==> config.mk <==
export PLATFORM = sky130hd
export DESIGN_NAME = qnorm_step
export DESIGN_NICKNAME = d
export VERILOG_FILES = /design/src/rtl/qnorm_pkg.sv /design/src/rtl/qnorm_step.sv
export SDC_FILE = /design/constraint.sdc
export NUM_CORES = 2
export LEC_CHECK = 0
export BUFFER_PORTS_ARGS = -buffer_cell sky130_fd_sc_hd__buf_4
export CAP_MARGIN = 10
export CORE_AREA = 5 5 516 518
export CTS_BUF_LIST = sky130_fd_sc_hd__clkbuf_16
export CTS_CLUSTER_SIZE = 28
export DETAILED_ROUTE_END_ITERATION = 10
export DIE_AREA = 0 0 521 523
export GPL_TIMING_DRIVEN = 0
export PLACE_DENSITY_LB_ADDON = 0.15
export SETUP_SLACK_MARGIN = 0.15
export SLEW_MARGIN = 20
export SYNTH_ARGS = -nofsm -noshare
export SYNTH_HDL_FRONTEND = slang
export SYNTH_SLANG_ARGS = --single-unit
==> constraint.sdc <==
create_clock -name clk -period 10.3 [get_ports clk]
set_input_delay 0.515 -clock clk [delete_from_list [all_inputs] [get_ports clk]]
set_output_delay 0.515 -clock clk [all_outputs]
set_load 0.005 [all_outputs]
==> src/rtl/qnorm_pkg.sv <==
// Shared constants and types for the quaternion normalizer.
package qnorm_pkg;

  // Number of quaternion components handled side by side.
  localparam int NLANE = 4;

  // Port field widths.
  localparam int IN_W  = 18;
  localparam int OUT_W = 16;
  localparam int CFG_W = 20;

  // Magnitude of one component, its square and the sum of four squares.
  localparam int MAG_W = IN_W;
  localparam int MSQ_W = 2 * IN_W - 1;
  localparam int SUM_W = MSQ_W + 2;

  // Default fraction width and threshold reset value.
  localparam int FRAC_BITS_DEF = 14;
  localparam logic [CFG_W-1:0] MIN_NORM_RESET = 20'd2684;

  // Control that travels with each item down the pipeline.
  typedef struct packed {
    logic             vld;
    logic             degen;
    logic [NLANE-1:0] neg;
  } ctl_t;

endpackage

==> src/rtl/qnorm_step.sv <==
// One bit of the restoring square-root search, for all four lanes.
module qnorm_step
  import qnorm_pkg::*;
#(
  parameter int W  = SUM_W + 2 * FRAC_BITS_DEF + 4,
  parameter int NB = FRAC_BITS_DEF + 2,
  parameter int K  = 0
) (
  input  logic             clk,
  input  logic             rst,
  input  logic             en,
  input  ctl_t             ctl_in,
  input  logic [SUM_W-1:0] sum_in,
  input  logic [W-1:0]     rem_in  [NLANE],
  input  logic [W-1:0]     prod_in [NLANE],
  input  logic [NB-1:0]    root_in [NLANE],
  output ctl_t             ctl_out,
  output logic [SUM_W-1:0] sum_out,
  output logic [W-1:0]     rem_out  [NLANE],
  output logic [W-1:0]     prod_out [NLANE],
  output logic [NB-1:0]    root_out [NLANE]
);

  logic [W-1:0]  trial     [NLANE];
  logic          fits      [NLANE];
  logic [W-1:0]  rem_next  [NLANE];
  logic [W-1:0]  prod_next [NLANE];
  logic [NB-1:0] root_next [NLANE];

  // Setting bit K of root n raises n*n*S by 2^(K+1)*n*S + 2^(2K)*S; prod holds n*S.
  always_comb begin
    for (int i = 0; i < NLANE; i++) begin
      trial[i]     = (prod_in[i] << (K + 1)) + (W'(sum_in) << (2 * K));
      fits[i]      = (trial[i] <= rem_in[i]);
      rem_next[i]  = fits[i] ? (rem_in[i] - trial[i]) : rem_in[i];
      prod_next[i] = fits[i] ? (prod_in[i] + (W'(sum_in) << K)) : prod_in[i];
      root_next[i] = root_in[i];
      root_next[i][K] = fits[i];
    end
  end

  // Stage register.
  always_ff @(posedge clk) begin
    if (rst) begin
      ctl_out <= '0;
    end else if (en) begin
      ctl_out <= ctl_in;
    end
  end

  always_ff @(posedge clk) begin
    if (en) begin
      sum_out <= sum_in;
      for (int i = 0; i < NLANE; i++) begin
        rem_out[i]  <= rem_next[i];
        prod_out[i] <= prod_next[i];
        root_out[i] <= root_next[i];
      end
    end
  end

endmodule

Word level (Yosys, flattened, before mapping)
Index checks and enable logic that the tools add are counted.
{ "classes": {"muxes": 8, "n_addsub": 12, "magnitude_cmp": 4} }
{ "op_table": {"columns": ["operator", "n"], "rows": [
  ["$add 69x37->69", 8],
  ["$mux 69", 8],
  ["$le 69x69->1", 4],
  ["$sub 69x69->69", 4]
]} }
{ "word_totals": {"inputBits": 662, "elab_cells": 40, "out_inout_bits": 659, "reg_bits": 659} }

Longest topological paths before layout
{ "logic_depth": {"word_depth": 3, "depth_mapped": 33} }

Least setup slack after synthesis
OpenSTA, ideal clock, no wires.
{ "synth_path": {"path_kind": "input to register", "startpoint": "input sum_in[1]", "endpoint": "register prod_out[0] (netlist name) (data pin)", "setup_ns": 0.260, "t_required_ns": 10.040, "arrival_ns": 6.171, "cell_stages": 30, "setup_slack_ns": 3.869, "path_cell_list": "ha_1 -> inv_1 -> fa_1 -> nor2b_1 -> o21a_1 -> o21ai_0 -> a21oi_1 -> a221oi_1 -> o21ai_0 -> a31o_2 -> a31oi_1 -> o31ai_2 -> nand3_1 -> nor3_1 -> xnor2_1 -> ha_1 -> clkbuf_1 -> nand2_1 -> nor2_1 -> a211oi_1 -> o2bb2ai_1 -> o21a_1 -> o211ai_1 -> a221o_1 -> a21o_1 -> a31oi_2 -> buf_4 -> buf_6 -> buf_4 -> mux2_2"} }
{ "synth_lines": {"columns": ["item", "line", "source"], "rows": [
  ["start: declaration", "qnorm_step.sv:13", "input logic [SUM_W-1:0] sum_in,"],
  ["end signal: indexed assignment", "qnorm_step.sv:56", "prod_out[i] <= prod_next[i];"],
  ["end: declaration", "qnorm_step.sv:20", "output logic [W-1:0] prod_out [NLANE],"]
]} }

==> impl_metrics.yaml <==
status:
  status: "finished, final reports clean"
logic_synthesis:
  yosys.area.top_type: "edfxtp_1"
  synthAdderAreaFrac: 0.124
  synth_area_mm2: 0.0590
  synth_seq_cells: 659
  yosysWarningCount: 0
  synth_top_family_by_area: "compound AO/OA/AOI/OAI gates"
  yosysSeqAreaShare: 0.334
  ys_top_cells_by_area: "edfxtp_1 (33%), ha_1 (12%), xnor2_1 (6.2%), a21oi_1 (5.3%), xor2_1 (5.1%)"
  yosys.cell_types.count: 107
  syn-num-nets: 7899
  synth_area_per_cell_um2: 8.87
  synth-edff-count: 653
  yosysTopAreaCellShare: 0.332
  synthMuxAreaShare: 0.0115
  synth-compound-area-share: 0.220
  synthArstFlopShare: 0
  synth_xor_area_frac: 0.113
  synthSimpleGateAreaFrac: 0.165
  synth_cells: 6657
  ys.flop_type: "edfxtp_1"
setup_path:
  startpoint_type: "input port"
  critPathMostFrequentCell: "o21ai_0"
  cp.arrival_ns: 10.13
  cp_slowest_cell: "a21oi_1"
  crit_type: "input port to flip-flop"
  max_stage_delay_ns: 0.70
  cp.required_ns: 10.73
  critPathCaptureType: "flip-flop"
  crit_fanout: 10
sta:
  slew_violations: 0
  fmax_mhz: 103
  tightest_slew_ns: 1.07
  finalSetupViolations: 0
  fin_crit_sh: 0.942
  fin_tns_setup_ns: 0
  hold_ws_ns: 0.0655
  max_slew_margin: 0.282
  finalHoldViolations: 0
  rsz0062_at_grt: "true"
  final.min_clock_period_ns: 9.70
  final.setup.worst_slack_ns: 0.596
  clock_skew_ns: 0
drt:
  vias: 59200
  drc_errors: 0
  first_iter_violations: 4751
  wl_per_cell_um: 28.0
  viasPerCell: 5.05
  ant_nets: 0
  routed_wl_mm: 329
  drt_first_pass_iters: 5
placed_design:
  place_congestion: 0.910
  placed_area_mm2: 0.0732
  port_buffers: 1293
  dp.cells: 11400
  pre_cts_slack_ns: -0.482
  hpwl_mm: 271
global_route:
  grtUsageTotal: 0.228
  grt_pass1_wl_mm: 450
  grt_use_met3: 0.0548
  gr-usage-met1: 0.289
  grt_pass1_vias: 58800
  met2_usage: 0.385
  busiest_layer: "met2"
  antenna_found_initial: 102
  gr-total-overflow: 0
  grt_max_degree: 94
cells_and_area:
  seq_area_mm2: 0.0197
  area_growth_pct: 32.2
  fill_cells: 28000
  multiInputGateArea_mm2: 0.0375
  fin_util: 0.299
  final_area_mm2: 0.0780
  stdcell_count: 11700
  drive_above_1_share: 0.200
  fin_nets: 9437
floorplan:
  boundaryPins: 1321
  coreArea_mm2: 0.261
  dieArea_mm2: 0.272
  rows: 188
  die_width_um: 521
  fp.dieH_um: 523
  start_util: 0.226
clock_network:
  numCtsBuffers: 97
  cts_tree: "done"
  clk_path_buf_depth: 3
  clkSinkCount: 659
  postCtsSetupRepairBufs: 0
  htreeDepth: 3
  cts_root_buffer: "clkbuf_16"
  clk_pin_slew_ns: 0.06
  clkLatencyLatePin_ns: 0.75
power_and_ir_drop:
  intPower_mw: 7.51
  ir_drop_mv: 0.147
  pwr-share-comb: 0.420
  p_total_mw: 12.3
  switching_power_mw: 4.83
  p_per_area_mw_per_mm2: 158
  p_clk_frac: 0.290
  seqPwrFrac: 0.290
  leakage_nw: 32.7
  switching_share: 0.391
run:
  drv_cap: 0
worst_hold_path:
  min_path_type: "input port to flip-flop"
cell families (layout without fill, tap and decap cells):
group | count (synthesis) | count (layout)
AO/OA/AOI/OAI | 2086 | 2086
AND/OR/NAND/NOR | 2051 | 2051
other | 0 | 34
flip-flops | 659 | 659
adder cells (fa/ha/maj) | 580 | 580
XOR/XNOR | 764 | 764
multiplexers | 61 | 61
buffers and inverters | 456 | 2074
area by class of cell:
| type | count | share of cell area |
|---|---|---|
| Multi-Input combinational cell | 5542 | 0.480 |
| Sequential cell | 659 | 0.253 |
| Clock inverter | 82 | 0.0109 |
| Antenna cell | 34 | 0.00109 |
| Inverter | 176 | 0.00850 |
| Tap cell | 3420 | 0.0549 |
| Clock buffer | 97 | 0.0311 |
| Buffer | 280 | 0.0154 |
| Timing Repair Buffer | 1439 | 0.145 |
power by group through the flow:
stage / Combinational (mW) / Clock [mW] / Sequential (mW)
after detailed placement: 5.10 / 0 / 3.62
after global routing: 5.63 / 3.82 / 3.60
after CTS: 5.19 / 3.71 / 3.58
final: 5.18 / 3.58 / 3.57
after floorplan: 2.78 / 0 / 3.62
after global placement: 5.10 / 0 / 3.66
routing by layer:
layer	vias to the layer above	wire [um]
li1	27800	-
met1	28900	139000
met2	2041	154000
met3	405	23400
met4	54	11300
met5	-	318
final timing paths:
path	slack (ns)	depth (start not counted)	startpoint	to
worst max-delay path	0.60	30	sum_in[2]	prod_out[82]
worst min-delay path	0.07	3	rem_in[185]	rem_out[185]
worst min register to register	0.50	2	ctl_out[0]	ctl_out[0]
worst max register to register	9.16	3	ctl_out[4]	ctl_out[4]
synth_stat cells (67+ instances only):
library cell,count
nand2_1,719
edfxtp_1,653
a21oi_1,626
ha_1,568
o21ai_0,562
nor2_1,428
xnor2_1,421
xor2_1,343
a21o_1,334
clkbuf_1,210
nand3_1,190
nand4_1,179
inv_1,174
nor3_1,109
o21bai_1,89
nand2b_1,87
and3_1,80
nor2b_1,67
state kept, by name, indices dropped and copies added, names as in the netlist:
signal and count:
root_out 64, rem_out 276, prod_out 276, sum_out 37, ctl_out 6
cells in the final DEF (no fill, tap or decap), types with 88 or more instances in the layout:
| master | count |
|---|---|
| nor2_1 | 428 |
| dlygate4sd3_1 | 138 |
| nand4_1 | 179 |
| a21o_1 | 334 |
| edfxtp_1 | 653 |
| xor2_1 | 343 |
| clkbuf_16 | 97 |
| clkbuf_1 | 208 |
| inv_1 | 181 |
| ha_1 | 568 |
| buf_4 | 1305 |
| nand3_1 | 190 |
| nand2_1 | 719 |
| o21ai_0 | 559 |
| o21bai_1 | 88 |
| xnor2_1 | 421 |
| a21oi_1 | 626 |
| nor3_1 | 109 |
critical path: cells and delay by family:
kind,cells,cell delay (ns)
adders and majority gates,2,0.98
xor gates and xnor gates,1,0.21
buffers and inverters,6,2.47
AOI/OAI and AO/OA,14,4.79
and+or+nand+nor,7,1.06
what timing repair did:
| action | CTS | global route |
|---|---|---|
| hold buffers | 138 | 0 |
| resized for setup | 0 | 3 |
| endpoints found under the setup margin | 0 | 9 |
| hold endpoints to repair | 137 | 0 |
Power figures use the tool's default switching activity.
