--- config.mk ---
export PLATFORM = sky130hd
export DESIGN_NAME = qnorm_front
export DESIGN_NICKNAME = d
export VERILOG_FILES = /design/src/rtl/qnorm_pkg.sv /design/src/rtl/qnorm_front.sv
export SDC_FILE = /design/constraint.sdc
export NUM_CORES = 2
export LEC_CHECK = 0
export ABC_AREA = 1
export BUFFER_PORTS_ARGS = -buffer_cell sky130_fd_sc_hd__buf_4
export CAP_MARGIN = 10
export CORE_MARGIN = 2
export CORE_UTILIZATION = 55
export DETAILED_ROUTE_END_ITERATION = 8
export PLACE_DENSITY_LB_ADDON = 0.2
export SLEW_MARGIN = 10
export SYNTH_ARGS = -nofsm -noshare
export SYNTH_HDL_FRONTEND = slang
export SYNTH_SLANG_ARGS = --single-unit
--- constraint.sdc ---
create_clock -name clk -period 10 [get_ports clk]
set_input_delay 2.5 -clock clk [delete_from_list [all_inputs] [get_ports clk]]
set_output_delay 2.5 -clock clk [all_outputs]
set_load 0.05 [all_outputs]
--- src/rtl/qnorm_pkg.sv ---
// Shared constants and types for the quaternion normalizer.
package qnorm_pkg;

  // Number of quaternion components handled side by side.
  localparam int NLANE = 4;

  // Port field widths.
  localparam int IN_W  = 18;
  localparam int OUT_W = 16;
  localparam int CFG_W = 20;

  // Magnitude of one component, its square and the sum of four squares.
  localparam int MAG_W = IN_W;
  localparam int MSQ_W = 2 * IN_W - 1;
  localparam int SUM_W = MSQ_W + 2;

  // Default fraction width and threshold reset value.
  localparam int FRAC_BITS_DEF = 14;
  localparam logic [CFG_W-1:0] MIN_NORM_RESET = 20'd2684;

  // Control that travels with each item down the pipeline.
  typedef struct packed {
    logic             vld;
    logic             degen;
    logic [NLANE-1:0] neg;
  } ctl_t;

endpackage

--- src/rtl/qnorm_front.sv ---
// Front end: component magnitudes, squares, squared norm and threshold test.
module qnorm_front
  import qnorm_pkg::*;
#(
  parameter int FRAC_BITS = FRAC_BITS_DEF,
  parameter int W         = SUM_W + 2 * FRAC_BITS_DEF + 4
) (
  input  logic                    clk,
  input  logic                    rst,
  input  logic                    en,
  input  logic                    in_vld,
  input  logic signed [IN_W-1:0]  in_comp [NLANE],
  input  logic        [CFG_W-1:0] min_norm_sq,
  output ctl_t                    ctl,
  output logic        [SUM_W-1:0] sum,
  output logic        [W-1:0]     rem [NLANE]
);

  ctl_t             ctl_a;
  logic [MSQ_W-1:0] msq [NLANE];
  logic [MAG_W-1:0] mag [NLANE];
  logic [2*MAG_W-1:0] sq_full [NLANE];
  logic [SUM_W-1:0] sum_next;
  logic             degen_next;

  // Absolute value and square of each component.
  always_comb begin
    for (int i = 0; i < NLANE; i++) begin
      mag[i]     = in_comp[i][IN_W-1] ? (~in_comp[i] + 1'b1) : in_comp[i];
      sq_full[i] = mag[i] * mag[i];
    end
  end

  // First stage: registered squares and signs.
  always_ff @(posedge clk) begin
    if (rst) begin
      ctl_a <= '0;
    end else if (en) begin
      ctl_a.vld   <= in_vld;
      ctl_a.degen <= 1'b0;
      for (int i = 0; i < NLANE; i++) begin
        ctl_a.neg[i] <= in_comp[i][IN_W-1];
      end
    end
  end

  always_ff @(posedge clk) begin
    if (en) begin
      for (int i = 0; i < NLANE; i++) begin
        msq[i] <= sq_full[i][MSQ_W-1:0];
      end
    end
  end

  // Squared norm and the identity test; a zero norm is always degenerate.
  always_comb begin
    sum_next = SUM_W'(msq[0]) + SUM_W'(msq[1]) + SUM_W'(msq[2]) + SUM_W'(msq[3]);
    degen_next = (sum_next == '0) || (sum_next < SUM_W'(min_norm_sq));
  end

  // Second stage: norm, flag and starting remainders for the root search.
  always_ff @(posedge clk) begin
    if (rst) begin
      ctl <= '0;
    end else if (en) begin
      ctl.vld   <= ctl_a.vld;
      ctl.degen <= degen_next;
      ctl.neg   <= ctl_a.neg;
    end
  end

  always_ff @(posedge clk) begin
    if (en) begin
      sum <= sum_next;
      for (int i = 0; i < NLANE; i++) begin
        rem[i] <= W'(msq[i]) << (2 * FRAC_BITS + 2);
      end
    end
  end

endmodule

[Word-level counts from Yosys, hierarchy flattened]
Memory sizes are Yosys's and may differ from the RTL's.
Cells that the tools add are included.
Operators by class
  multiply operators: 4
  reduce and logical (&&, ||, !) cells: 2
  $add $sub $neg: 7
  equal/unequal tests: 0
  shifts and indexed selects: 0
  bitwise gates (word level): 4
  order comparisons: 1
  divide/modulo/power cells: 0
  muxes and demuxes: 6
Operator list (number)
  $mul A18 B18 Y35: 4
  $add A18 B1 Y18 const B: 4
  $mux W18: 4
  $not A18 Y18: 4
  $add A36 B35 Y37: 1
  $add A37 B35 Y37: 1
  $logic_not A37 Y1: 1
  $lt A37 B20 Y1: 1
  $add A35 B35 Y36: 1
  $mux W1: 2
  $logic_or A1 B1 Y1: 1
Storage, ports and cells
  logic and storage cells: 35
  output and inout bits: 319
  memory bits (read-only): 0
  bits in writable memories: 140
  register bits: 188
  memories kept: 1
  bits in latches: 0
  bits of input ports: 96
Memory list
  msq: words 4, bits a word 35, read ports 4, clocked after Yosys merged registers in 0, wr ports 4, line qnorm_front.sv:20  | logic [MSQ_W-1:0] msq [NLANE];

[Longest topological paths before layout]
An unclocked memory read counts as a cell.
  word-level depth: 6
  mapped depth: 39
  gate-level depth less buffers: 38

[Worst setup path after synthesis]
No wires, ideal clock.
  path kind: input to register
  start: input in_comp[18] (netlist name)
  end: memory msq[2][31] (netlist name) (data pin)
  stages on the path: 33
  required time: 9.741 ns
  arrival: 9.025 ns
  setup time: 0.259 ns
  buffers on the path: 2
  setup slack: 0.716 ns
  cell sequence: inv_1 > clkbuf_1 > ha_1 > inv_1 > nor3_1 > nand2_1 > nor3_2 > nand2_1 > nand2_1 > o21ai_0 > xor2_1 > clkbuf_1 > nand2_1 > fa_1 > fa_1 > fa_1 > inv_1 > fa_1 > fa_1 > inv_1 > fa_1 > inv_1 > ha_1 > a21oi_1 > o21a_1 > nor2_1 > nor2_1 > o21ai_1 > a21oi_1 > o21ai_1 > nand2_1 > nand2_1 > xor2_1
RTL lines
  from (decl): line qnorm_front.sv:12  | input logic signed [IN_W-1:0] in_comp [NLANE],
  to (decl): line qnorm_front.sv:20

==> flow_metrics.py <==
metrics = {
    "yosys": {
        "ys_seq_area_frac": 0.182,
        "ys_ff_latch": 320,
        "yosysTopAreaCell": "fa_1",
        "syn_area_mm2": 0.0523,
        "synthCells": 5816,
        "synth_flop_cell": "edfxtp_1",
        "yosys.area.top_type_share": 0.359,
        "synthDistinctLibCells": 55,
        "async_reset_ff_frac": 0,
        "synth_edf_count": 309,
        "synth_area_per_cell_um2": 8.99,
        "synth_common_cells": "inv_1 (1,616), nand2_1 (960), fa_1 (938)",
        "yosysMostFrequentCell": "inv_1",
        "netlist_top_cells_area": "fa_1 (36%), edfxtp_1 (18%), inv_1 (12%)",
        "yosysWarnings": 0,
    },
    "clock_tree": {
        "clock-sinks": 320,
        "clock_latency_ns": 0.57,
        "cts.clk_slew.worst_paths_ns": 0.06,
        "ctsResizeCount": 0,
        "cts_buffers": 38,
        "clk_path_buf_depth": 3,
        "ctsHoldBuffers": 0,
        "cts_root_buf": "clkbuf_16",
        "post_cts_buffers": 0,
        "htree_levels": 2,
        "cts_tree": "done",
    },
    "cells_and_area": {
        "fillers": 8278,
        "syn_to_final_growth_pct": 9.86,
        "nNetsFinal": 7730,
        "drive_gt1_frac": 0.0841,
        "register_area_mm2": 0.00950,
        "multi_input_area_mm2": 0.0360,
        "antennaDiodeCount": 0,
    },
    "worst_setup_path": {
        "worst-path-max-fanout": 16,
        "crit_path_frequent_cell": "fa_1",
        "crit_slowest_cell": "fa_1",
        "crit_path_end_kind": "register",
        "max_stage_delay_ns": 0.55,
        "r2r_cells": 23,
        "cpLargestDelayFamily": "adder cells",
        "crit_start": "in_comp[0]",
        "arrival_ns": 9.69,
        "cp_data_required_time_ns": 10.30,
        "start_kind": "primary input",
        "reg2reg_from": "msq[0][9]$_DFFE_PP_",
        "crit_type": "primary input to register",
        "r2r_end": "ctl[4]$_SDFFE_PP0P_",
        "worst-path-buf-inv": 7,
        "rrSetupSlack_ns": 5.04,
    },
    "route": {
        "totalWireLength_um": 141000,
        "vias": 38600,
        "ant_nets": 0,
        "wire_per_inst_um": 18.8,
        "drt_pass1_iterations": 5,
        "viasPerCell": 5.14,
        "drt-initial-drc-count": 3065,
        "route.detailed.drc": 0,
    },
    "min_path": {
        "hold_path_class": "register to register",
        "whs_path_depth": 0,
        "min_delay_worst_endpoint": "rem[170]$_DFFE_PP_",
        "worstHoldStart": "msq[1][2]$_DFFE_PP_",
    },
    "sta": {
        "hold_viol_final": 0,
        "fin_skew_ns": 0.0337,
        "slew_viol_final": 0,
        "slew_headroom": 0.372,
        "rsz0062_at_grt": "no",
        "layout_min_cycle_time_ns": 9.40,
        "setup_violations": 0,
        "setup_tns_ns": 0,
        "timing.final.crit_share": 0.940,
        "worst_pin_slew_ns": 0.942,
        "maxClockFrequency_mhz": 106,
    },
    "place": {
        "port-buffer-count": 274,
        "place_congestion": 0.987,
        "place_hpwl_um": 123000,
    },
    "flow_run": {
        "max_cap_violations": 0,
    },
    "global_route": {
        "grt_start_max_net_pins": 141,
        "overflow": 0,
        "globalRouteMet2Util": 0.490,
        "busiest_layer": "met2",
        "use_met3": 0.0540,
        "grt_pass1_vias": 40300,
        "antenna_found_initial": 11,
        "grtUsageMet1": 0.399,
        "grtUsageTotal": 0.298,
        "grt_first_pass_wirelength_um": 222000,
    },
    "die": {
        "die_y_um": 312,
        "start_util": 0.553,
        "core-area_mm2": 0.0946,
        "dieArea_mm2": 0.0976,
        "die_x_um": 312,
        "ios": 415,
        "rows": 113,
    },
    "outcome": {
        "run_status": "finished, final reports clean",
    },
}
[worst reg2reg max path, cell delays in order (launching register included)]
cell      delay, ns
edfxtp_1       0.58
fa_1           0.63
fa_1           0.42
ha_1           0.37
nand2_1        0.12
nor2_1         0.24
nand3_1        0.12
nand3_1        0.18
xor2_1         0.28
inv_1          0.15
ha_1           0.30
nand2_1        0.07
nor4_1         0.33
nand2_1        0.08
nand2_1        0.08
nand2_1        0.05
nand2_1        0.10
nand3_1        0.08
nand2_1        0.08
nand2_1        0.05
nand3_1        0.08
nand3_1        0.27
nand2_1        0.16
inv_1          0.04
[cell families after synthesis]
logic type,after synthesis,synth area share
AO/OA/AOI/OAI,366,0.0397
XOR/XNOR,184,0.0312
flip-flops,320,0.182
adder cells (fa/ha/maj),1417,0.474
other,2,0.000144
AND/OR/NAND/NOR,1668,0.129
buffers and inverters,1859,0.144
[worst max-delay path by stage]
stage	endpoint	slack, ns	cells after the start
floorplan	msq[2][31]$_DFFE_PP_	0.72	33
global placement	msq[3][34]$_DFFE_PP_	0.28	31
detailed placement	msq[3][34]$_DFFE_PP_	0.19	28
CTS	msq[3][28]$_DFFE_PP_	0.74	32
global route	msq[3][34]$_DFFE_PP_	0.10	32
finish	msq[3][34]$_DFFE_PP_	0.60	31
[final cells by class]
class,count,area share
clock buffers,47,0.0179
clock inverters,20,0.00433
inverters,1637,0.107
multi-input cells,3826,0.626
flip-flops and latches,320,0.165
well taps,1265,0.0275
repair buffers,394,0.0520
[state kept, by name, summed over array words and instances (netlist names)]
signal and count:
rem 136, msq 136, sum 37, ctl_a 5, ctl 6
[routing by layer]
| layer | wire length, um | vias to the layer above |
|---|---|---|
| li1 | - | 17800 |
| met1 | 56800 | 19100 |
| met2 | 66400 | 1462 |
| met3 | 12300 | 235 |
| met4 | 5570 | 2 |
| met5 | 13 | - |
[cell usage in the layout (no fill, tap or decap), drive strengths merged, types with 47 or more instances in the layout]
cell type	count
xnor2	72
edfxtp	309
nand3	108
ha	479
xor2	112
inv	1630
nand2	969
o21ai	114
conb	191
clkbuf	47
buf	394
nor2	493
fa	938
a21oi	173
[through the flow]
| stage | cells | util | hold slack [ns] | setup WS (ns) | area (um2) |
|---|---|---|---|---|---|
| 3_3_place_gp | 7442 | 0.594 | 0.449 | 0.283 | 56200 |
| 6_report | 7509 | 0.607 | 0.460 | 0.602 | 57500 |
| 3_5_place_dp | 7442 | 0.594 | 0.451 | 0.190 | 56200 |
| 2_1_floorplan | 6005 | - | 0.426 | 0.716 | 53000 |
| 4_1_cts | 7509 | 0.607 | 0.460 | 0.743 | 57500 |
| 5_1_grt | 7509 | 0.607 | 0.490 | 0.104 | 57500 |
Power is not shown: default switching activity piles up to over one toggle a cycle in this logic, so the estimate is an artifact.
