File: config.mk
export PLATFORM = sky130hd
export DESIGN_NAME = qnorm_back
export DESIGN_NICKNAME = d
export VERILOG_FILES = /design/src/rtl/qnorm_pkg.sv /design/src/rtl/qnorm_back.sv
export SDC_FILE = /design/constraint.sdc
export NUM_CORES = 1
export LEC_CHECK = 0
export BUFFER_PORTS_ARGS = -buffer_cell sky130_fd_sc_hd__buf_2
export CAP_MARGIN = 20
export CORE_ASPECT_RATIO = 1.4
export CORE_MARGIN = 2
export CORE_UTILIZATION = 60
export DETAILED_ROUTE_END_ITERATION = 6
export HOLD_SLACK_MARGIN = 0.1
export PLACE_DENSITY = 0.88
export SLEW_MARGIN = 10
export SYNTH_ARGS = -nofsm -noshare
export SYNTH_HDL_FRONTEND = slang
export SYNTH_SLANG_ARGS = --single-unit
File: constraint.sdc
create_clock -name clk -period 7.7 [get_ports clk]
set_clock_uncertainty 0.1 [all_clocks]
set_input_delay 1.54 -clock clk [delete_from_list [all_inputs] [get_ports clk]]
set_output_delay 1.54 -clock clk [all_outputs]
set_load 0.01 [all_outputs]
File: src/rtl/qnorm_pkg.sv
// Shared constants and types for the quaternion normalizer.
package qnorm_pkg;

  // Number of quaternion components handled side by side.
  localparam int NLANE = 4;

  // Port field widths.
  localparam int IN_W  = 18;
  localparam int OUT_W = 16;
  localparam int CFG_W = 20;

  // Magnitude of one component, its square and the sum of four squares.
  localparam int MAG_W = IN_W;
  localparam int MSQ_W = 2 * IN_W - 1;
  localparam int SUM_W = MSQ_W + 2;

  // Default fraction width and threshold reset value.
  localparam int FRAC_BITS_DEF = 14;
  localparam logic [CFG_W-1:0] MIN_NORM_RESET = 20'd2684;

  // Control that travels with each item down the pipeline.
  typedef struct packed {
    logic             vld;
    logic             degen;
    logic [NLANE-1:0] neg;
  } ctl_t;

endpackage

File: src/rtl/qnorm_back.sv
// Back end: rounding, sign, identity selection and the output register.
module qnorm_back
  import qnorm_pkg::*;
#(
  parameter int FRAC_BITS = FRAC_BITS_DEF,
  parameter int NB        = FRAC_BITS_DEF + 2
) (
  input  logic                    clk,
  input  logic                    rst,
  input  logic                    en,
  input  ctl_t                    ctl,
  input  logic [NB-1:0]           root [NLANE],
  output logic                    out_vld,
  output logic signed [OUT_W-1:0] out_comp [NLANE],
  output logic                    out_degen
);

  localparam int VW = NB + OUT_W;
  localparam logic [OUT_W-1:0] ID_W = OUT_W'(1 << FRAC_BITS);

  logic [NB:0]      root_inc [NLANE];
  logic [VW-1:0]    mag_ext  [NLANE];
  logic [VW-1:0]    val      [NLANE];
  logic [OUT_W-1:0] comp_next [NLANE];

  // Root n is floor(2*|c|*2^F/sqrt(S)); (n+1)/2 rounds |c|*2^F/sqrt(S) half up.
  always_comb begin
    for (int i = 0; i < NLANE; i++) begin
      root_inc[i] = {1'b0, root[i]} + 1'b1;
      mag_ext[i]  = VW'(root_inc[i][NB:1]);
      val[i]      = ctl.neg[i] ? (~mag_ext[i] + 1'b1) : mag_ext[i];
      comp_next[i] = val[i][OUT_W-1:0];
    end
    // Identity quaternion for a degenerate norm.
    if (ctl.degen) begin
      comp_next[0] = '0;
      comp_next[1] = '0;
      comp_next[2] = '0;
      comp_next[3] = ID_W;
    end
  end

  // Output register.
  always_ff @(posedge clk) begin
    if (rst) begin
      out_vld <= 1'b0;
    end else if (en) begin
      out_vld <= ctl.vld;
    end
  end

  always_ff @(posedge clk) begin
    if (en) begin
      out_degen <= ctl.degen;
      for (int i = 0; i < NLANE; i++) begin
        out_comp[i] <= comp_next[i];
      end
    end
  end

endmodule

# Yosys cells after proc, flatten, opt, wreduce, memory -nomap -nowiden
# Index checks and enable logic that the tools add are counted.
# word_totals
register_bits	66
latchBits	0
mem_bits_rw	0
rom_bits	0
in_bits	73
out_inout_bits	66
wordCells	22
memories	0
# classes
add_sub_neg	8
n_mul	0
n_div	0
magnitude_cmp	0
n_eq_ne	0
shift	0
mux	4
bitwise_logic	4
n_reduce_logical	0
# ops
op	n
$add A16 B1 Y17 const B	4
$add A16 B1 Y16 const B	4
$mux W16	4
$not A16 Y16	4

# Logic depth before layout (Yosys ltp)
# Gate-level depths: netlist (run 1).
# depth
word_depth	4
depth_mapped	10
depth_no_buf	9

# Worst setup path after synthesis (run 1)
# Ideal clock, no wire load.
# synth_timing
path_type	input port to flip-flop
from	input port root[16] in the netlist's numbering
to	register out_comp[30] in the netlist's numbering (data pin)
setup_ns	0.266
t_arrival_ns	3.562
required_time_ns	7.334
slack_ns	3.772
path_stages	10
n_path_buf	1
cell_sequence	ha_1 buf_2 xnor2_1 ha_1 or4b_4 a22oi_2 nand2_2 o41ai_2 xnor2_1 nor2_1
# synth_between
elab_chain_cells	4
# synth_rtl
element	line_no	text
from (decl)	qnorm_back.sv:12	input logic [NB-1:0] root [NLANE],
$add A16 B1 Y17 (*)	qnorm_back.sv:29	root_inc[i] = {1'b0, root[i]} + 1'b1;
$not A16 Y16	qnorm_back.sv:31	val[i] = ctl.neg[i] ? (~mag_ext[i] + 1'b1) : mag_ext[i];
$add A16 B1 Y16	qnorm_back.sv:31	
$mux W16 (*)	qnorm_back.sv:31	
to (signal, indexed assignment)	qnorm_back.sv:56	out_comp[i] <= comp_next[i];
to (decl)	qnorm_back.sv:14	output logic signed [OUT_W-1:0] out_comp [NLANE],
# Every way passes the cells marked *; elsewhere a longest branch is shown, timed or not.
# A chain may end at the register's enable or synchronous reset.

# Worst setup path in the final report (run 1)
# layout_timing
from	input port root[17] in the netlist's numbering
to	register out_comp[30] in the netlist's numbering (data pin)
# Same word-level chain as after synthesis.

==> metrics.txt, run 1 <==
# TYPE chip_impl_metric gauge
chip_impl_metric{name="power_per_cell_area",unit="mW/mm^2"} 171
chip_impl_metric{name="synth_largest_type_area_fraction",unit="%"} 33.2
chip_impl_metric{name="postSynthCellCount",unit=""} 684
chip_impl_info{name="synth_area_leaders",value="sky130_fd_sc_hd__edfxtp_1 33%, sky130_fd_sc_hd__xnor2_1 12%, sky130_fd_sc_hd__nor2_1 5.9%, sky130_fd_sc_hd__xor2_1 4.5%, sky130_fd_sc_hd__nand3_1 3.0%"} 1
chip_impl_metric{name="slew_viol_final",unit=""} 0
chip_impl_info{name="timing.rr.start",value="out_vld$_SDFFE_PP0P_"} 1
chip_impl_metric{name="boundaryPins",unit=""} 139
chip_impl_metric{name="num-nets-final",unit=""} 865
chip_impl_metric{name="postSynthNetCount",unit=""} 765
chip_impl_info{name="crit_path_end",value="out_comp[30]$_SDFFCE_PP0P_"} 1
chip_impl_metric{name="worst_setup_hold_path_clk_slew",unit="ns"} 0.05
chip_impl_metric{name="dpl.cell_count",unit=""} 905
chip_impl_metric{name="layout.area.seq",unit="mm^2"} 0.00197
chip_impl_info{name="yosysMostFrequentCell",value="sky130_fd_sc_hd__nor2_1"} 1
chip_impl_info{name="critical_path_class",value="in -> reg"} 1
chip_impl_info{name="r2r-end",value="out_vld$_SDFFE_PP0P_"} 1
chip_impl_metric{name="drc_violations_left",unit=""} 0
chip_impl_info{name="cp-end-kind",value="flop"} 1
chip_impl_info{name="yosys.area.top_type",value="sky130_fd_sc_hd__edfxtp_1"} 1
chip_impl_metric{name="tritoncts.num_buffers",unit=""} 9
chip_impl_metric{name="min_period_over_period",unit="%"} 51.9
chip_impl_metric{name="firstDrtPassIters",unit=""} 5
chip_impl_metric{name="gr-total-overflow",unit=""} 0
chip_impl_metric{name="syn-cell-area",unit="mm^2"} 0.00589
chip_impl_metric{name="die_height",unit="um"} 121
chip_impl_metric{name="drive_gt1_share",unit="%"} 22.8
chip_impl_metric{name="n_antenna_cell",unit=""} 0
chip_impl_metric{name="synth.distinct_cells",unit=""} 74
chip_impl_metric{name="dp_hpwl",unit="mm"} 10.2
chip_impl_metric{name="port_buffers",unit=""} 138
chip_impl_info{name="cts_root_buffer",value="sky130_fd_sc_hd__clkbuf_16"} 1
chip_impl_metric{name="worstRegToRegCells",unit=""} 2
chip_impl_info{name="crit_start",value="root[17]"} 1
chip_impl_metric{name="initial_antenna_violation_count",unit=""} 0
chip_impl_info{name="hold_path_class",value="reg -> reg"} 1
chip_impl_metric{name="initial_standard_cell_utilization_of_the_core",unit="%"} 61.9
chip_impl_metric{name="max_cap_violations",unit=""} 0
chip_impl_metric{name="ys_seq_area_share",unit="%"} 33.5
chip_impl_info{name="clock_tree_from_tritoncts",value="built"} 1
chip_impl_metric{name="grt_max_degree",unit=""} 70
chip_impl_metric{name="cts.sink_count",unit=""} 66
chip_impl_metric{name="report.final.setup_viol",unit=""} 0
chip_impl_metric{name="hold_viol",unit=""} 0
chip_impl_metric{name="postCtsHoldBufs",unit=""} 0
chip_impl_metric{name="max_rail_drop_vdd",unit="mV"} 0.101
chip_impl_metric{name="syn_area_per_cell",unit="um^2"} 8.61
chip_impl_metric{name="placementRows",unit=""} 42
chip_impl_metric{name="synth-edff-count",unit=""} 65
chip_impl_metric{name="clk_latency",unit="ns"} 0.33
chip_impl_metric{name="drc_marker_count_from_the_first_detailed_route_iteration",unit=""} 247
chip_impl_info{name="rsz0062_at_grt",value="no"} 1
chip_impl_metric{name="gr-usage-all-layers",unit="%"} 26.4
chip_impl_metric{name="final_total_negative_setup_slack",unit="ns"} 0
chip_impl_info{name="start_kind",value="primary input"} 1
chip_impl_metric{name="static-leakage-power",unit="nW"} 2.57
chip_impl_info{name="netlist_top_cells_count",value="93 x sky130_fd_sc_hd__nor2_1, 79 x sky130_fd_sc_hd__xnor2_1, 65 x sky130_fd_sc_hd__edfxtp_1, 39 x sky130_fd_sc_hd__nand2_1, 35 x sky130_fd_sc_hd__nand3_1"} 1
chip_impl_metric{name="drt-total-wl",unit="mm"} 13.6
chip_impl_metric{name="post_cts.repair.setup_buffers",unit=""} 0
chip_impl_metric{name="wire_per_inst",unit="um"} 14.8
chip_impl_metric{name="horiz_die_dim",unit="um"} 87.7
chip_impl_metric{name="post_drt_antenna_nets",unit=""} 0
chip_impl_metric{name="max_freq",unit="MHz"} 250
chip_impl_metric{name="max-clock-path-buffers",unit=""} 2
chip_impl_metric{name="coreArea",unit="mm^2"} 0.00951
chip_impl_metric{name="gp_congestion",unit=""} 0.906
chip_impl_metric{name="global_route_wire_length_before_repair",unit="mm"} 22.6
chip_impl_metric{name="post_cts_resize_count",unit=""} 0
chip_impl_metric{name="slack_of_the_worst_reg_to_reg_path",unit="ns"} 7.02
chip_impl_metric{name="synth.ff_latch_count",unit=""} 66
chip_impl_metric{name="clock_tree.htree_level_count",unit=""} 3
chip_impl_metric{name="vias_cell",unit=""} 5.90
chip_impl_metric{name="max_slew.worst_pin.slew",unit="ns"} 0.805
chip_impl_metric{name="num_vias",unit=""} 5433
chip_impl_metric{name="multi_input_logic_area",unit="mm^2"} 0.00363
chip_impl_info{name="outcome",value="completed"} 1
chip_impl_metric{name="yosysWarningCount",unit=""} 0
chip_impl_metric{name="areaGrowthSynthToFinish",unit="%"} 16.7
chip_impl_metric{name="synth_async_sr_flop_share",unit="%"} 0
chip_impl_metric{name="die_area",unit="mm^2"} 0.0106
chip_impl_metric{name="required",unit="ns"} 7.66
chip_impl_metric{name="num-fill-cells",unit=""} 735
chip_impl_info{name="synthFlopType",value="sky130_fd_sc_hd__edfxtp_1"} 1
chip_impl_metric{name="slew_headroom",unit="%"} 46.3
chip_impl_metric{name="final.min_clock_period",unit="ns"} 4.00
chip_impl_metric{name="finish.cell_count_without_fillers",unit=""} 921
chip_impl_metric{name="timing.critical_path.arrival",unit="ns"} 3.96
chip_impl_metric{name="grt_pass1_vias",unit=""} 4903
chip_impl_metric{name="worst-path-max-fanout",unit=""} 10
kinds of logic (layout without fill, tap and decap cells):
logic type | after synthesis | after routing | share of synthesized area [%]
simple gates | 310 | 310 | 28.3
compound gates | 118 | 118 | 13.8
xor+xnor | 109 | 109 | 16.2
flops | 66 | 66 | 33.5
buf+inv | 64 | 169 | 4.89
mux | 9 | 9 | 1.59
fa+ha+maj | 8 | 8 | 1.70
worst max-delay path, stage by stage:
cell	delay, ns
sky130_fd_sc_hd__buf_2	0.15
sky130_fd_sc_hd__ha_1	0.40
sky130_fd_sc_hd__xnor2_1	0.20
sky130_fd_sc_hd__ha_1	0.22
sky130_fd_sc_hd__or4b_4	0.48
sky130_fd_sc_hd__a22oi_2	0.23
sky130_fd_sc_hd__nand2_2	0.11
sky130_fd_sc_hd__o41ai_2	0.39
sky130_fd_sc_hd__xnor2_1	0.18
sky130_fd_sc_hd__nor2_1	0.05
metal layers:
layer  wire, um  part of all wire (%)  vias up  track usage (%)
met5          0                     0        -                0
met4        426                   3.1        0             11.3
met3        717                   5.3       34             3.47
met2       6920                    51      205             44.8
met1       5560                    41     2506             33.2
li1           -                     -     2688                -
where the power goes:
part           internal [mW]  total [mW]  leakage, nW  switching, mW
combinational          0.103       0.258         1.77          0.155
clock                  0.325       0.471        0.165          0.146
sequential             0.435       0.444        0.635        0.00903
total                  0.863        1.17         2.57          0.311
worst min path at each step:
stage / start / end / cells past startpoint
final: out_vld$_SDFFE_PP0P_ / out_vld$_SDFFE_PP0P_ / 2
after global routing: out_vld$_SDFFE_PP0P_ / out_vld$_SDFFE_PP0P_ / 2
after CTS: out_vld$_SDFFE_PP0P_ / out_vld$_SDFFE_PP0P_ / 2
after detailed placement: out_vld$_SDFFE_PP0P_ / out_vld$_SDFFE_PP0P_ / 2
after global placement: out_vld$_SDFFE_PP0P_ / out_vld$_SDFFE_PP0P_ / 2
after floorplan: out_vld$_SDFFE_PP0P_ / out_vld$_SDFFE_PP0P_ / 2
state kept, by name, indices dropped and copies added (netlist names):
signal     count
out_comp      64
out_degen      1
out_vld        1
layout by cell type, fill, tap and decap left out, drive strengths merged, types with 20 or more instances in the layout:
| master | instances |
|---|---|
| nor2 | 93 |
| nor3 | 31 |
| xor2 | 30 |
| nand3 | 37 |
| buf | 140 |
| edfxtp | 65 |
| o21ai | 30 |
| nand2 | 41 |
| xnor2 | 79 |
| a21oi | 27 |
| and3 | 23 |
| nand4 | 20 |
area by class of cell:
class,count,area share [%]
sequential,66,28.7
timing repair buffer,140,10.3
multi-input combinational,554,52.8
clock buffer,10,3.48
tap,132,2.40
inverter,13,0.710
clock inverter,6,1.66
through the flow:
stage	hold WS (ns)	area [um^2]	worst slack (ns)	power [mW]	util, %
final	0.392	6870	3.70	1.17	72.2
after global placement	0.367	6520	3.52	0.700	68.5
after floorplan	0.428	5890	3.77	0.618	-
after CTS	0.395	6870	3.72	1.18	72.2
after global routing	0.426	6870	3.55	1.22	72.2
after detailed placement	0.383	6520	3.40	0.707	68.5
No activity file was read; power rests on OpenSTA's default activity.
==> run 2, diff against run 1 <==
--- a/config.mk
+++ b/config.mk
@@ -9,10 +9,10 @@
 export CAP_MARGIN = 20
 export CORE_ASPECT_RATIO = 1.4
 export CORE_MARGIN = 2
-export CORE_UTILIZATION = 60
+export CORE_UTILIZATION = 50
 export DETAILED_ROUTE_END_ITERATION = 6
 export HOLD_SLACK_MARGIN = 0.1
-export PLACE_DENSITY = 0.88
+export PLACE_DENSITY = 0.78
 export SLEW_MARGIN = 10
 export SYNTH_ARGS = -nofsm -noshare
 export SYNTH_HDL_FRONTEND = slang
==> constraint.sdc (replaced) <==
create_clock -name clk -period 3.3 [get_ports clk]
set_clock_uncertainty 0.1 [all_clocks]
set_input_delay 0.66 -clock clk [delete_from_list [all_inputs] [get_ports clk]]
set_output_delay 0.66 -clock clk [all_outputs]
set_load 0.01 [all_outputs]
==> run 2 against run 1 <==
Effect of this change:
- flip-flop and latch count unchanged
- clock power increased by 96%
- combinational power increased by 140%
- global-route usage decreased by 2.8 points
- via count increased by 2.0%
- die area increased by 19%
- sequential power increased by 130%
- non-clock buffer count increased by 13
- largest power group is now registers
==> metrics.txt, run 2 (synthesis gave the netlist of run 1 again) <==
# TYPE chip_impl_metric gauge
chip_impl_info{name="registers.top_by_ff_count",value="out_comp"} 1
chip_impl_info{name="path_cells",value="buf_2, ha_1, nand4_4, or4_1, nor4b_2, nor3_1, o41ai_2, xnor2_1, nor2_1"} 1
chip_impl_metric{name="num_vias",unit=""} 5543
chip_impl_metric{name="horiz_die_dim",unit="um"} 95.7
chip_impl_info{name="rsz0062_at_grt",value="no"} 1
chip_impl_info{name="final_cell_mix",value="138 x sky130_fd_sc_hd__buf_2, 93 x sky130_fd_sc_hd__nor2_1, 79 x sky130_fd_sc_hd__xnor2_1, 65 x sky130_fd_sc_hd__edfxtp_1, 39 x sky130_fd_sc_hd__nand2_1"} 1
chip_impl_info{name="r2r-end",value="out_vld$_SDFFE_PP0P_"} 1
chip_impl_metric{name="p_comb_share",unit="%"} 23.9
chip_impl_metric{name="drt-total-wl",unit="mm"} 14.6
chip_impl_metric{name="post_cts_resize_count",unit=""} 0
chip_impl_metric{name="num-nets-final",unit=""} 878
chip_impl_metric{name="max_freq",unit="MHz"} 344
chip_impl_metric{name="post_drt_antenna_nets",unit=""} 0
chip_impl_metric{name="critPathMaxStageDelay",unit="ns"} 0.59
chip_impl_metric{name="initial_standard_cell_utilization_of_the_core",unit="%"} 51.7
chip_impl_metric{name="dpl.cell_count",unit=""} 930
chip_impl_metric{name="largest_register_ffs",unit=""} 64
chip_impl_metric{name="worstRegToRegCells",unit=""} 2
chip_impl_metric{name="slew_headroom",unit="%"} 48.2
chip_impl_info{name="layout.cells.most_common",value="sky130_fd_sc_hd__buf_2"} 1
chip_impl_info{name="timing.rr.start",value="out_vld$_SDFFE_PP0P_"} 1
chip_impl_metric{name="hold_critical_path_depth",unit=""} 2
chip_impl_metric{name="max_cap_violations",unit=""} 0
chip_impl_metric{name="post_cts.repair.setup_buffers",unit=""} 0
chip_impl_metric{name="grt_pass1_vias",unit=""} 5306
chip_impl_metric{name="wl_met3",unit="um"} 749
chip_impl_metric{name="dp_hpwl",unit="mm"} 11.3
chip_impl_metric{name="drc_violations_left",unit=""} 0
chip_impl_metric{name="power_per_cell_area",unit="mW/mm^2"} 371
chip_impl_metric{name="slack_of_the_worst_reg_to_reg_path",unit="ns"} 2.62
chip_impl_metric{name="power.clock.fraction",unit="%"} 35.9
chip_impl_metric{name="report.power.total",unit="mW"} 2.57
chip_impl_info{name="clock_tree_from_tritoncts",value="built"} 1
chip_impl_metric{name="boundaryPins",unit=""} 139
chip_impl_metric{name="clock_tree.htree_level_count",unit=""} 3
chip_impl_metric{name="drc_marker_count_from_the_first_detailed_route_iteration",unit=""} 251
chip_impl_metric{name="cts.sink_count",unit=""} 66
chip_impl_info{name="crit_slowest_cell",value="sky130_fd_sc_hd__or4_1"} 1
chip_impl_metric{name="gr-usage-all-layers",unit="%"} 23.6
chip_impl_metric{name="wire_per_inst",unit="um"} 15.4
chip_impl_metric{name="final_total_negative_setup_slack",unit="ns"} 0
chip_impl_metric{name="report.final.setup_viol",unit=""} 0
chip_impl_metric{name="num-fill-cells",unit=""} 1007
chip_impl_metric{name="placementRows",unit=""} 46
chip_impl_info{name="start_kind",value="primary input"} 1
chip_impl_info{name="outcome",value="completed"} 1
chip_impl_metric{name="finalWorstSetupSlack",unit="ns"} 0.391
chip_impl_metric{name="coreArea",unit="mm^2"} 0.0114
chip_impl_metric{name="worst-path-max-fanout",unit=""} 8
chip_impl_metric{name="static-leakage-power",unit="nW"} 2.61
chip_impl_metric{name="port_buffers",unit=""} 138
chip_impl_metric{name="max_rail_drop_vdd",unit="mV"} 0.180
chip_impl_metric{name="required",unit="ns"} 3.25
chip_impl_metric{name="drt-met1-wl",unit="mm"} 5.90
chip_impl_info{name="timing.hold.worst_endpoint",value="out_vld$_SDFFE_PP0P_"} 1
chip_impl_metric{name="drive_gt1_share",unit="%"} 23.8
chip_impl_metric{name="clk_latency",unit="ns"} 0.33
chip_impl_metric{name="worst_setup_hold_path_clk_slew",unit="ns"} 0.05
chip_impl_metric{name="finish.cell_count_without_fillers",unit=""} 946
chip_impl_metric{name="min_period_over_period",unit="%"} 88.1
chip_impl_metric{name="slew_viol_final",unit=""} 0
chip_impl_metric{name="design_area",unit="mm^2"} 0.00693
chip_impl_metric{name="route.met2.wl",unit="mm"} 7.42
chip_impl_metric{name="gp_congestion",unit=""} 0.952
chip_impl_info{name="critical_path_class",value="in -> reg"} 1
chip_impl_metric{name="die_height",unit="um"} 132
chip_impl_metric{name="gr-total-overflow",unit=""} 0
chip_impl_metric{name="p_sw_share",unit="%"} 28.4
chip_impl_metric{name="areaGrowthSynthToFinish",unit="%"} 17.7
chip_impl_metric{name="tritoncts.num_buffers",unit=""} 9
chip_impl_info{name="topRoutingLayerUsed",value="met4"} 1
chip_impl_metric{name="net-switching-power",unit="uW"} 729
chip_impl_metric{name="grt_max_degree",unit=""} 44
chip_impl_metric{name="vias_cell",unit=""} 5.86
chip_impl_metric{name="p_int",unit="mW"} 1.84
chip_impl_metric{name="global_route_wire_length_before_repair",unit="mm"} 24.5
chip_impl_info{name="launch_instance_of_the_worst_min_delay_path",value="rst"} 1
chip_impl_metric{name="max_slew.worst_pin.slew",unit="ns"} 0.777
chip_impl_metric{name="timing.critical_path.arrival",unit="ns"} 2.86
chip_impl_metric{name="initial_antenna_violation_count",unit=""} 0
chip_impl_metric{name="max-clock-path-buffers",unit=""} 2
chip_impl_metric{name="die_area",unit="mm^2"} 0.0127
chip_impl_info{name="cts_root_buffer",value="sky130_fd_sc_hd__clkbuf_16"} 1
chip_impl_metric{name="setup_slack_at_placement",unit="ns"} 0.0593
chip_impl_info{name="hold_path_class",value="in -> reg"} 1
chip_impl_metric{name="postCtsHoldBufs",unit=""} 0
chip_impl_metric{name="placedInstanceArea",unit="mm^2"} 0.00664
chip_impl_metric{name="firstDrtPassIters",unit=""} 5
chip_impl_metric{name="final.min_clock_period",unit="ns"} 2.91
chip_impl_info{name="largest_registers",value="out_comp x64, out_degen x1, out_vld x1"} 1
chip_impl_info{name="cp-end-kind",value="flop"} 1
chip_impl_metric{name="pwr-share-seq",unit="%"} 40.2
chip_impl_metric{name="n_antenna_cell",unit=""} 0
chip_impl_metric{name="hold_viol",unit=""} 0
## run 2: cell count changes in the layout (fill, tap and decap cells not counted)
cell,previous run,this run
sky130_fd_sc_hd__buf_12,0,1
sky130_fd_sc_hd__buf_4,2,14
sky130_fd_sc_hd__bufinv_16,3,1
sky130_fd_sc_hd__clkbuf_1,0,2
sky130_fd_sc_hd__clkbuf_8,1,0
sky130_fd_sc_hd__clkinv_2,0,2
sky130_fd_sc_hd__clkinv_4,1,0
## run 2: cell type report
| cell class | instances | area [um^2] | area share [%] |
|---|---|---|---|
| clock buffer | 11 | 233 | 3.36 |
| inverter | 13 | 48.8 | 0.704 |
| clock inverter | 5 | 55.1 | 0.794 |
| timing repair buffer | 153 | 816 | 11.8 |
| sequential | 66 | 1970 | 28.4 |
| tap | 144 | 180 | 2.60 |
| multi-input combinational | 554 | 3630 | 52.3 |
## run 2: power by group through the flow
stage / combinational, mW / clock (mW) / sequential [mW]
6_report: 0.613 / 0.924 / 1.03
5_1_grt: 0.676 / 0.979 / 1.04
3_5_place_dp: 0.611 / 0 / 1.05
2_1_floorplan: 0.346 / 0 / 1.10
4_1_cts: 0.613 / 0.942 / 1.03
3_3_place_gp: 0.594 / 0 / 1.05
## run 2: how the worst max path moves through the flow
stage / from / end / slack (ns) / cells after the start
3_5_place_dp: root[32] / out_comp[47]$_SDFFCE_PP0P_ / 0.06 / 9
2_1_floorplan: root[16] / out_comp[30]$_SDFFCE_PP0P_ / 0.25 / 10
6_report: root[32] / out_comp[47]$_SDFFCE_PP0P_ / 0.39 / 9
4_1_cts: root[32] / out_comp[47]$_SDFFCE_PP0P_ / 0.41 / 9
5_1_grt: root[0] / out_comp[11]$_SDFFCE_PP0P_ / 0.22 / 9
3_3_place_gp: root[16] / out_comp[30]$_SDFFCE_PP0P_ / 0.15 / 10
## run 2: layer usage
layer	global-route usage, %	vias to the layer above
met2	39.9	198
met1	28.4	2583
met5	0	-
met3	3.26	36
met4	12.6	0
li1	-	2726
## run 2: through the flow
step | utilization (%) | hold WS (ns)
after floorplan | - | 0.428
after global placement | 58.3 | 0.367
after detailed placement | 58.3 | 0.392
after CTS | 60.8 | 0.380
after global routing | 60.8 | 0.379
final | 60.8 | 0.392
## run 2: critical path: cells and delay by family
family / cells / cell delay (ns)
simple gates: 5 / 1.12
compound gates: 1 / 0.38
buf+inv: 1 / 0.14
xor+xnor: 1 / 0.16
fa+ha+maj: 1 / 0.40
==> run 3, diff against run 2 <==
--- a/config.mk
+++ b/config.mk
@@ -13,6 +13,7 @@
 export DETAILED_ROUTE_END_ITERATION = 6
 export HOLD_SLACK_MARGIN = 0.1
 export PLACE_DENSITY = 0.78
+export RECOVER_POWER = 50
 export SLEW_MARGIN = 10
 export SYNTH_ARGS = -nofsm -noshare
 export SYNTH_HDL_FRONTEND = slang
==> run 3 against run 2 <==
Effect of this change:
- the run now ends with capacitance limit, slew limit left
- register-to-register slack lost 0.02 ns
- combinational power fell by 3%
- setup slack got worse by 0.032 ns
- global-route usage is the same
==> metrics.txt, run 3 (synthesis gave the netlist of run 1 again) <==
# TYPE chip_impl_metric gauge
chip_impl_metric{name="drive_gt1_share",unit="%"} 15.5
chip_impl_info{name="outcome",value="complete, but fails checks"} 1
chip_impl_info{name="layout.cells.most_common",value="sky130_fd_sc_hd__nor2_1"} 1
chip_impl_metric{name="max_rail_drop_vdd",unit="mV"} 0.181
chip_impl_info{name="start_kind",value="primary input"} 1
chip_impl_info{name="registers.top_by_ff_count",value="out_comp"} 1
chip_impl_metric{name="num-nets-final",unit=""} 878
chip_impl_metric{name="static-leakage-power",unit="nW"} 2.42
chip_impl_metric{name="slew_viol_final",unit=""} 74
chip_impl_metric{name="power_per_cell_area",unit="mW/mm^2"} 373
chip_impl_metric{name="p_int",unit="mW"} 1.82
chip_impl_info{name="cts_root_buffer",value="sky130_fd_sc_hd__clkbuf_16"} 1
chip_impl_metric{name="boundaryPins",unit=""} 139
chip_impl_metric{name="die_height",unit="um"} 132
chip_impl_metric{name="gr-usage-all-layers",unit="%"} 23.6
chip_impl_info{name="rsz0062_at_grt",value="no"} 1
chip_impl_metric{name="horiz_die_dim",unit="um"} 95.7
chip_impl_info{name="clock_tree_from_tritoncts",value="built"} 1
chip_impl_metric{name="report.final.setup_viol",unit=""} 0
chip_impl_metric{name="grt_max_degree",unit=""} 44
chip_impl_metric{name="drc_marker_count_from_the_first_detailed_route_iteration",unit=""} 241
chip_impl_metric{name="power.clock.fraction",unit="%"} 36.2
chip_impl_metric{name="postCtsHoldBufs",unit=""} 0
chip_impl_metric{name="wire_per_inst",unit="um"} 15.4
chip_impl_metric{name="clock_tree.htree_level_count",unit=""} 3
chip_impl_metric{name="gr-total-overflow",unit=""} 0
chip_impl_metric{name="initial_antenna_violation_count",unit=""} 0
chip_impl_metric{name="num-fill-cells",unit=""} 1024
chip_impl_metric{name="timing.critical_path.arrival",unit="ns"} 2.86
chip_impl_metric{name="cts.sink_count",unit=""} 66
chip_impl_metric{name="multi_input_logic_area",unit="mm^2"} 0.00363
chip_impl_info{name="path_cells",value="buf_2, ha_1, nand4_4, or4_1, nor4b_2, nor3_1, o41ai_2, xnor2_1, nor2_1"} 1
chip_impl_metric{name="report.power.total",unit="mW"} 2.56
chip_impl_metric{name="dp_hpwl",unit="mm"} 11.3
chip_impl_metric{name="vias_cell",unit=""} 5.86
chip_impl_info{name="hold_path_class",value="in -> reg"} 1
chip_impl_info{name="final_cell_mix",value="93 x sky130_fd_sc_hd__nor2_1, 79 x sky130_fd_sc_hd__xnor2_1, 71 x sky130_fd_sc_hd__buf_2, 69 x sky130_fd_sc_hd__clkbuf_1, 65 x sky130_fd_sc_hd__edfxtp_1"} 1
chip_impl_metric{name="port_buffers",unit=""} 138
chip_impl_metric{name="worst-path-max-fanout",unit=""} 8
chip_impl_metric{name="drc_violations_left",unit=""} 0
chip_impl_metric{name="required",unit="ns"} 3.22
chip_impl_metric{name="final_total_negative_setup_slack",unit="ns"} 0
chip_impl_metric{name="max_cap_violations",unit=""} 2
chip_impl_metric{name="post_cts.repair.setup_buffers",unit=""} 0
chip_impl_metric{name="tritoncts.num_buffers",unit=""} 9
chip_impl_metric{name="gp_congestion",unit=""} 0.952
chip_impl_metric{name="hold_viol",unit=""} 0
chip_impl_metric{name="critPathMaxStageDelay",unit="ns"} 0.59
chip_impl_metric{name="max_slew.worst_pin.slew",unit="ns"} 1.87
chip_impl_metric{name="slew_headroom",unit="%"} -25.0
chip_impl_metric{name="placementRows",unit=""} 46
chip_impl_metric{name="n_antenna_cell",unit=""} 0
chip_impl_info{name="crit_slowest_cell",value="sky130_fd_sc_hd__or4_1"} 1
chip_impl_metric{name="global_route_wire_length_before_repair",unit="mm"} 24.5
chip_impl_metric{name="coreArea",unit="mm^2"} 0.0114
chip_impl_metric{name="post_drt_antenna_nets",unit=""} 0
chip_impl_metric{name="max-clock-path-buffers",unit=""} 2
chip_impl_metric{name="initial_standard_cell_utilization_of_the_core",unit="%"} 51.7
chip_impl_info{name="largest_registers",value="out_comp x64, out_degen x1, out_vld x1"} 1
chip_impl_metric{name="worst_setup_hold_path_clk_slew",unit="ns"} 0.05
chip_impl_metric{name="pwr-share-seq",unit="%"} 40.6
chip_impl_info{name="violated_checks",value="capacitance limit, slew limit"} 1
chip_impl_metric{name="post_cts_resize_count",unit=""} 0
chip_impl_metric{name="largest_register_ffs",unit=""} 64
chip_impl_metric{name="p_sw_share",unit="%"} 28.7
chip_impl_metric{name="firstDrtPassIters",unit=""} 5
chip_impl_metric{name="die_area",unit="mm^2"} 0.0127
chip_impl_metric{name="final.min_clock_period",unit="ns"} 2.94
chip_impl_info{name="cp-end-kind",value="flop"} 1
chip_impl_metric{name="min_period_over_period",unit="%"} 89.1
chip_impl_metric{name="drt-total-wl",unit="mm"} 14.6
chip_impl_info{name="critical_path_class",value="in -> reg"} 1
chip_impl_metric{name="p_comb_share",unit="%"} 23.2
chip_impl_metric{name="layout.area.seq",unit="mm^2"} 0.00197
chip_impl_metric{name="num_vias",unit=""} 5544
chip_impl_metric{name="grt_pass1_vias",unit=""} 5306
chip_impl_metric{name="clk_latency",unit="ns"} 0.33
chip_impl_metric{name="max_freq",unit="MHz"} 340
chip_impl_metric{name="net-switching-power",unit="uW"} 733
chip_impl_metric{name="areaGrowthSynthToFinish",unit="%"} 16.3
[run 3: path summary, 6_finish.rpt]
| path | from | endpoint | slack (ns) | depth (start not counted) |
|---|---|---|---|---|
| max | root[32] | out_comp[47]$_SDFFCE_PP0P_ | 0.36 | 9 |
| max reg2reg | out_vld$_SDFFE_PP0P_ | out_vld$_SDFFE_PP0P_ | 2.60 | 2 |
| min reg2reg | out_vld$_SDFFE_PP0P_ | out_vld$_SDFFE_PP0P_ | 0.41 | 2 |
| min | rst | out_vld$_SDFFE_PP0P_ | 0.39 | 2 |
[run 3: final cells by class]
| class | instances | area share (%) |
|---|---|---|
| Clock buffer | 11 | 3.40 |
| Timing Repair Buffer | 153 | 10.7 |
| Tap cell | 144 | 2.63 |
| Inverter | 13 | 0.713 |
| Clock inverter | 5 | 0.804 |
| Multi-Input combinational cell | 554 | 53.0 |
| Sequential cell | 66 | 28.8 |
[run 3: critical path, delay by kind of cell]
family,cells,cell delay (ns)
and+or+nand+nor,5,1.12
adders and majority gates,1,0.39
AOI/OAI and AO/OA,1,0.38
xor gates and xnor gates,1,0.16
buffers and inverters,1,0.14
[run 3: routing by layer]
metal | up-vias | wire length (um) | share of wire (%) | track usage (%)
li1 | 2728 | - | - | -
met1 | 2574 | 5760 | 39 | 28.4
met2 | 204 | 7480 | 51 | 39.9
met3 | 38 | 832 | 5.7 | 3.26
met4 | 0 | 530 | 3.6 | 12.6
met5 | - | 0 | 0 | 0
[run 3: power by group through the flow]
stage,clock network (mW),registers [mW],logic (mW)
final,0.925,1.04,0.594
after global routing,0.979,1.05,0.656
after CTS,0.942,1.03,0.613
after detailed placement,0,1.05,0.611
after global placement,0,1.05,0.594
after floorplan,0,1.10,0.346
[run 3: through the flow]
| stage | area, um^2 | util, % | instances | hold WS [ns] | setup WS (ns) |
|---|---|---|---|---|---|
| after floorplan | 5890 | - | 684 | 0.428 | 0.252 |
| after global placement | 6640 | 58.3 | 930 | 0.367 | 0.150 |
| after detailed placement | 6640 | 58.3 | 930 | 0.392 | 0.0593 |
| after CTS | 6930 | 60.8 | 946 | 0.380 | 0.414 |
| after global routing | 6850 | 60.1 | 946 | 0.379 | 0.171 |
| final | 6850 | 60.1 | 946 | 0.393 | 0.360 |
